**config.mk**
```make
export PLATFORM = sky130hd
export DESIGN_NAME = sparse_laplacian_assembler
export DESIGN_NICKNAME = d
export VERILOG_FILES = /design/src/sla_pkg.sv /design/src/sla_div.sv /design/src/sparse_laplacian_assembler.sv
export SDC_FILE = /design/constraint.sdc
export NUM_CORES = 1
export LEC_CHECK = 0
export BUFFER_PORTS_ARGS = -buffer_cell sky130_fd_sc_hd__buf_2
export CAP_MARGIN = 10
export CORE_UTILIZATION = 40
export CTS_CLUSTER_SIZE = 14
export DETAILED_ROUTE_END_ITERATION = 7
export PLACE_DENSITY_LB_ADDON = 0.05
export SLEW_MARGIN = 20
export SYNTH_ARGS = -nofsm -noshare
export SYNTH_HDL_FRONTEND = slang
export SYNTH_SLANG_ARGS = --single-unit
```
**constraint.sdc**
```tcl
create_clock -name clk -period 5 [get_ports clk]
set_clock_uncertainty 0.05 [all_clocks]
set_input_delay 0.5 -clock clk [delete_from_list [all_inputs] [get_ports clk]]
set_output_delay 0.5 -clock clk [all_outputs]
set_load 0.02 [all_outputs]
```
**src/sla_pkg.sv**
```systemverilog
// Shared types and constants for the sparse Laplacian assembler.
package sla_pkg;

  localparam int MAX_COLUMNS = 65536;
  localparam int MAX_SLOTS   = 1048576;

  localparam int COL_W    = 16;
  localparam int ROW_W    = 16;
  localparam int SLOT_W   = 20;
  localparam int DIST_W   = 32;
  localparam int VALUE_W  = 48;
  localparam int WINDOW_W = 16;
  localparam int FRAC_W   = 16;

  // Quotient of 2^32 / d needs one bit more than the distance.
  localparam int QUOT_W    = DIST_W + 1;
  localparam int DIV_STEPS = QUOT_W;
  localparam int STEP_W    = $clog2(DIV_STEPS + 1);

  localparam int S_TDATA_W = ((ROW_W + DIST_W + 7) / 8) * 8;
  localparam int M_DATA_BITS = SLOT_W + ROW_W + COL_W + VALUE_W;
  localparam int M_TDATA_W = ((M_DATA_BITS + 7) / 8) * 8;
  localparam int M_TUSER_W = 2;

  localparam logic [VALUE_W-1:0] SAT_MAX = {1'b0, {(VALUE_W-1){1'b1}}};

  localparam logic OP_ENTRY = 1'b0;
  localparam logic OP_CLOSE = 1'b1;

  typedef enum logic [1:0] {
    ST_IDLE,
    ST_DIVIDE,
    ST_EMIT
  } sla_state_t;

endpackage

```
**src/sla_div.sv**
```systemverilog
// Restoring divider computing floor(2^32 / divisor), one quotient bit per cycle.
module sla_div (
  input  logic                        clk,
  input  logic                        rst,
  input  logic                        start,
  input  logic [sla_pkg::DIST_W-1:0]  divisor,
  output logic                        done,
  output logic [sla_pkg::QUOT_W-1:0]  quotient
);
  import sla_pkg::*;

  logic                busy, busy_next;
  logic [STEP_W-1:0]   step, step_next;
  logic [DIST_W-1:0]   dvsr, dvsr_next;
  logic [DIST_W-1:0]   rem, rem_next;
  logic [QUOT_W-1:0]   quot, quot_next;
  logic                done_next;
  logic [DIST_W:0]     trial;
  logic                dividend_bit;

  // The dividend is a single one in its top bit followed by zeros.
  assign dividend_bit = (step == '0);
  assign trial        = {rem, dividend_bit};

  always_comb begin
    busy_next = busy;
    step_next = step;
    dvsr_next = dvsr;
    rem_next  = rem;
    quot_next = quot;
    done_next = 1'b0;
    if (start) begin
      busy_next = 1'b1;
      step_next = '0;
      dvsr_next = divisor;
      rem_next  = '0;
      quot_next = '0;
    end else if (busy) begin
      if (trial >= {1'b0, dvsr}) begin
        rem_next  = DIST_W'(trial - {1'b0, dvsr});
        quot_next = {quot[QUOT_W-2:0], 1'b1};
      end else begin
        rem_next  = trial[DIST_W-1:0];
        quot_next = {quot[QUOT_W-2:0], 1'b0};
      end
      step_next = step + 1'b1;
      if (step == STEP_W'(DIV_STEPS - 1)) begin
        busy_next = 1'b0;
        done_next = 1'b1;
      end
    end
  end

  always_ff @(posedge clk) begin
    if (rst) begin
      busy <= 1'b0;
      done <= 1'b0;
      step <= '0;
    end else begin
      busy <= busy_next;
      done <= done_next;
      step <= step_next;
    end
    dvsr <= dvsr_next;
    rem  <= rem_next;
    quot <= quot_next;
  end

  assign quotient = quot;

endmodule

```
**src/sparse_laplacian_assembler.sv**
```systemverilog
// Top level of the sparse Laplacian assembler: sequencer, column state and output register.
//
// One beat of distance data is taken when the block is idle. A kept entry with a nonzero
// distance is accepted, then waits on the restoring divider that forms the weight (33
// quotient bits at one per cycle, then its done flag is registered), and then loads the
// output register. A zero distance and a column close go from acceptance straight to the
// emit step, a dropped entry ends at acceptance. The emit step holds while the output
// register still carries a beat not yet taken; a new beat is accepted while a finished
// result waits there. Configuration writes to window_limit land at once.
module sparse_laplacian_assembler (
  input  logic                            clk,
  input  logic                            rst,
  input  logic                            cfg_we,
  input  logic [sla_pkg::WINDOW_W-1:0]    cfg_wdata,
  input  logic                            s_tvalid,
  output logic                            s_tready,
  // row_index [15:0], distance [47:16]
  input  logic [sla_pkg::S_TDATA_W-1:0]   s_tdata,
  // op
  input  logic                            s_tuser,
  output logic                            m_tvalid,
  input  logic                            m_tready,
  // slot_index [19:0], out_row [35:20], out_column [51:36], entry_value [99:52], zero pad
  output logic [sla_pkg::M_TDATA_W-1:0]   m_tdata,
  // is_diagonal [0], saturated [1]
  output logic [sla_pkg::M_TUSER_W-1:0]   m_tuser
);
  import sla_pkg::*;

  sla_state_t          state, state_next;
  logic [WINDOW_W-1:0] window_limit, window_limit_next;
  logic [COL_W-1:0]    current_column, current_column_next;
  logic [SLOT_W-1:0]   next_slot, next_slot_next;
  logic                diagonal_reserved, diagonal_reserved_next;
  logic [SLOT_W-1:0]   diagonal_slot, diagonal_slot_next;
  logic [VALUE_W-1:0]  weight_sum, weight_sum_next;
  logic                item_op, item_op_next;
  logic [ROW_W-1:0]    item_row, item_row_next;
  logic [VALUE_W-1:0]  weight, weight_next;
  logic                weight_sat, weight_sat_next;

  logic                out_valid, out_valid_next;
  logic [SLOT_W-1:0]   out_slot, out_slot_next;
  logic [ROW_W-1:0]    out_row, out_row_next;
  logic [COL_W-1:0]    out_col, out_col_next;
  logic [VALUE_W-1:0]  out_value, out_value_next;
  logic                out_diag, out_diag_next;
  logic                out_sat, out_sat_next;

  logic                accept;
  logic                in_op;
  logic [ROW_W-1:0]    in_row;
  logic [DIST_W-1:0]   in_dist;
  logic                keep;
  logic                out_free;
  logic [SLOT_W-1:0]   slot_after;
  logic [VALUE_W-1:0]  sum_add;
  logic                div_start;
  logic                div_done;
  logic [QUOT_W-1:0]   div_quot;

  assign in_op    = s_tuser;
  assign in_row   = s_tdata[ROW_W-1:0];
  assign in_dist  = s_tdata[ROW_W +: DIST_W];
  assign s_tready = (state == ST_IDLE);
  assign accept   = s_tvalid && s_tready;
  assign keep     = in_dist < {window_limit, {FRAC_W{1'b0}}};
  assign out_free = !out_valid || m_tready;

  assign slot_after = (next_slot == SLOT_W'(MAX_SLOTS - 1)) ? '0 : next_slot + 1'b1;
  assign sum_add    = weight_sum + weight;

  sla_div u_div (
    .clk      (clk),
    .rst      (rst),
    .start    (div_start),
    .divisor  (in_dist),
    .done     (div_done),
    .quotient (div_quot)
  );

  always_comb begin
    state_next             = state;
    window_limit_next      = cfg_we ? cfg_wdata : window_limit;
    current_column_next    = current_column;
    next_slot_next         = next_slot;
    diagonal_reserved_next = diagonal_reserved;
    diagonal_slot_next     = diagonal_slot;
    weight_sum_next        = weight_sum;
    item_op_next           = item_op;
    item_row_next          = item_row;
    weight_next            = weight;
    weight_sat_next        = weight_sat;
    out_valid_next         = out_valid && !m_tready;
    out_slot_next          = out_slot;
    out_row_next           = out_row;
    out_col_next           = out_col;
    out_value_next         = out_value;
    out_diag_next          = out_diag;
    out_sat_next           = out_sat;
    div_start              = 1'b0;

    unique case (state)
      ST_IDLE: begin
        if (accept) begin
          item_op_next  = in_op;
          item_row_next = in_row;
          if (in_op == OP_CLOSE) begin
            state_next = ST_EMIT;
          end else begin
            // Reserve the diagonal slot ahead of the first row below the diagonal.
            if (in_row > current_column && !diagonal_reserved) begin
              diagonal_reserved_next = 1'b1;
              diagonal_slot_next     = next_slot;
              next_slot_next         = slot_after;
            end
            if (keep) begin
              if (in_dist == '0) begin
                weight_next     = SAT_MAX;
                weight_sat_next = 1'b1;
                state_next      = ST_EMIT;
              end else begin
                div_start  = 1'b1;
                state_next = ST_DIVIDE;
              end
            end
          end
        end
      end
      ST_DIVIDE: begin
        if (div_done) begin
          weight_next     = VALUE_W'(div_quot);
          weight_sat_next = 1'b0;
          state_next      = ST_EMIT;
        end
      end
      ST_EMIT: begin
        if (out_free) begin
          out_valid_next = 1'b1;
          out_col_next   = current_column;
          state_next     = ST_IDLE;
          if (item_op == OP_ENTRY) begin
            out_slot_next   = next_slot;
            next_slot_next  = slot_after;
            out_row_next    = item_row;
            out_value_next  = '0 - weight;
            out_diag_next   = 1'b0;
            out_sat_next    = weight_sat;
            weight_sum_next = (sum_add > SAT_MAX) ? SAT_MAX : sum_add;
          end else begin
            if (diagonal_reserved) begin
              out_slot_next = diagonal_slot;
            end else begin
              out_slot_next  = next_slot;
              next_slot_next = slot_after;
            end
            out_row_next           = current_column;
            out_value_next         = weight_sum;
            out_diag_next          = 1'b1;
            out_sat_next           = (weight_sum == SAT_MAX);
            diagonal_reserved_next = 1'b0;
            weight_sum_next        = '0;
            current_column_next    = (current_column == COL_W'(MAX_COLUMNS - 1)) ?
                                     '0 : current_column + 1'b1;
          end
        end
      end
      default: state_next = ST_IDLE;
    endcase
  end

  always_ff @(posedge clk) begin
    if (rst) begin
      state             <= ST_IDLE;
      window_limit      <= WINDOW_W'(1);
      current_column    <= '0;
      next_slot         <= '0;
      diagonal_reserved <= 1'b0;
      diagonal_slot     <= '0;
      weight_sum        <= '0;
      out_valid         <= 1'b0;
    end else begin
      state             <= state_next;
      window_limit      <= window_limit_next;
      current_column    <= current_column_next;
      next_slot         <= next_slot_next;
      diagonal_reserved <= diagonal_reserved_next;
      diagonal_slot     <= diagonal_slot_next;
      weight_sum        <= weight_sum_next;
      out_valid         <= out_valid_next;
    end
    item_op    <= item_op_next;
    item_row   <= item_row_next;
    weight     <= weight_next;
    weight_sat <= weight_sat_next;
    out_slot   <= out_slot_next;
    out_row    <= out_row_next;
    out_col    <= out_col_next;
    out_value  <= out_value_next;
    out_diag   <= out_diag_next;
    out_sat    <= out_sat_next;
  end

  assign m_tvalid = out_valid;
  assign m_tdata  = M_TDATA_W'({out_value, out_col, out_row, out_slot});
  assign m_tuser  = {out_sat, out_diag};

endmodule

```
==> results_dict.tcl <==
set metrics [dict create \
    worstPathRequired_ns 5.40 \
    viasPerCell 5.26 \
    slew_violations 0 \
    cp_cell_sequence "ha_1 -> nand3_1 -> nor4b_2 -> a21oi_1 -> o41ai_2 -> a31o_2 -> a41oi_2 -> a31oi_1 -> a41oi_1 -> mux2i_4 -> buf_4 -> a221o_1" \
    vias 15000 \
    finalCriticalPeriod_ns 3.92 \
    cp.buffers_inverters 1 \
    die_y_um 226 \
    syn-cell-area_um2 20200 \
    intPower_mw 6.34 \
    grtUsageMet1 0.254 \
    p_seq_frac 0.414 \
    ir_drop_v 0.000282 \
    postRouteAntennaNets 0 \
    fp.dieW_um 226 \
    power_density_nw_per_um2 392 \
    totalNegativeSetupSlack_ns 0 \
    arrival_ns 4.32 \
    clock_path_buffers 3 \
    cts-resized-gates 0 \
    grtUsageMet2 0.312 \
    floorplan.initialDensity 0.408 \
    dr.pass1.iters 7 \
    fin_util 0.468 \
    overflow 0 \
    timing.final.ws_setup_ns 1.08 \
    io_pins 178 \
    cts_tree "built" \
    grt_setup_unrepaired "no" \
    hold_buffers 0 \
    gp_congestion 0.884 \
    root_buffer "clkbuf_16" \
    worst-setup-path-type "reg -> reg" \
    ys_ff_latch 383 \
    avgSynthCellArea_um2 10.1 \
    wirelength_um 49000 \
    clk_pin_slew_worst_paths_ns 0.06 \
    p_sw_mw 2.73 \
    antenna_found_initial 7 \
    fmax_mhz 255 \
    drc 0 \
    dp.cells 2764 \
    async_flop_share 0 \
    fin_total_pwr_mw 9.07 \
    grt_max_degree 86 \
    busiest_layer "met2" \
    detail_route.wl_per_cell_um 17.2 \
    cp_slowest_cell "o41ai_2" \
    syn_to_final_growth_pct 14.6 \
    io_buffers 173 \
    drt_iter0_drc 788 \
    min_period_over_period 0.785 \
    mostFrequentLayoutCells "196 x nor2_1, 196 x dfxtp_1, 186 x edfxtp_1, 173 x buf_2, 152 x nand2_1" \
    core-area_um2 49400 \
    cts_buffers 45 \
    layout-drive-gt1-share 0.148 \
    cts_setup_buffers 0 \
    critical-path-top-delay-family "compound AO/OA/AOI/OAI gates" \
    power_frac_comb 0.235 \
    grt_pass1_vias 14500 \
    nets 2335 \
    clk_latency_ns 0.57 \
    place_ws_ns 1.08 \
    synth-seq-area-share 0.473 \
    critPathCaptureType "flop" \
    use_met3 0.0349 \
    cp_slowest_stage_delay_ns 0.52 \
    drv_cap 0 \
    track_usage 0.191 \
    die_area_um2 51300 \
    cts_sinks 383 \
    tightestPinTransition_ns 1.05 \
    setup_violations 0 \
    outcome "finished, final reports clean" \
    hold_path.class "in -> reg" \
    ys.flop_type "dfxtp_1" \
    worstSetupStartpointType "flop" \
    grt_pass1_wl_um 77800 \
    rows 81 \
    hpwl_um 34900 \
    ys_warn_count 0 \
    synth_edf_count 186 \
    stdcell_count 2850 \
    synthCells 2004 \
    finalHoldViolations 0 \
    critPathMaxFanout 25 \
    max_slew_margin 0.296 \
    netSwitchingFraction 0.301 \
    synth.distinct_cells 80 \
    p_leak_nw 9.29 \
    h-tree-depth 2 \
    pwr-share-clk 0.351 \
]
## cell type report
type | instances | area (um^2)
antenna | 1 | 2.50
clock buffer | 70 | 1330
clock inverter | 14 | 109
fill | 4669 | 26300
inverter | 91 | 342
multi-input combinational | 1436 | 9930
sequential | 383 | 9530
tap | 664 | 831
timing repair buffer | 191 | 1020
## flip-flops by register name (all words and copies together), names as in the netlist
signal and cells:
diagonal_reserved 1, u_div.rem 32, diagonal_slot 20, current_column 16
out_slot 20, m_tvalid 1, item_row 16, u_div.step 6
out_col 16, out_diag 1, u_div.done 1, item_op 1
weight 34, weight_sat 1, u_div.dvsr 32, out_sat 1
state 2, weight_sum 48, u_div.busy 1, next_slot 20
u_div.quotient 33, out_value 48, window_limit 16, out_row 16
## power groups by stage
stage	combinational, mW	clock (mW)	sequential (mW)
after floorplan	1.61	0	3.81
after global placement	2.11	0	3.82
after detailed placement	2.12	0	3.82
after CTS	2.13	3.30	3.76
after global routing	2.40	3.41	3.79
final	2.13	3.18	3.76
## metal layers
metal  part of all wire  up-vias
met5             0.0015        -
met4              0.024       12
met3              0.046       79
met2               0.46      285
met1               0.46     7033
li1                   -     7586
## metrics by stage
stage	instance area [um^2]	hold WS [ns]
floorplan	20200	0.375
global placement	21600	0.417
detailed placement	21600	0.415
CTS	23100	0.0229
global route	23100	0.0364
finish	23100	0.0669
## synth_stat cells (all sizes together), types with 10 or more instances
master,instances,area (um^2)
nor2b,18,113
buf,20,134
mux2,39,439
and3,10,62.6
a21o,54,405
a221o,46,460
dfxtp,197,3940
o211ai,16,120
o21ai,109,546
mux2i,80,801
xor2,58,508
or3,13,81.3
nand4,41,257
ha,115,1440
nor2,199,749
o21a,12,90.1
xnor2,70,613
edfxtp,186,5590
a21oi,113,566
nand3,35,175
nand2b,56,358
nor4,24,156
clkbuf,77,289
o21bai,11,82.6
a211oi,23,183
inv,91,342
nand2,152,571
nor3,31,165
## final timing paths
check                     from                end  slack [ns]  cells after the start
max                  weight[6]     weight_sum[23]        1.08                     12
min                s_tdata[17]      u_div.dvsr[1]        0.07                      1
min reg2reg  diagonal_slot[11]  diagonal_slot[11]        0.44                      2
max reg2reg          weight[6]     weight_sum[23]        1.08                     12
## cells by family (layout without fill, tap and decap cells)
kind of cell | after synthesis | after routing | synth area share
xor gates and xnor gates | 128 | 128 | 0.0556
muxes | 119 | 119 | 0.0615
DFF | 383 | 383 | 0.473
adders and majority gates | 117 | 117 | 0.0734
and+or+nand+nor | 615 | 615 | 0.147
buffers and inverters | 188 | 366 | 0.0379
AOI/OAI and AO/OA | 453 | 453 | 0.151
other | 1 | 5 | 0.000186
(Power assumes the default switching activity.)
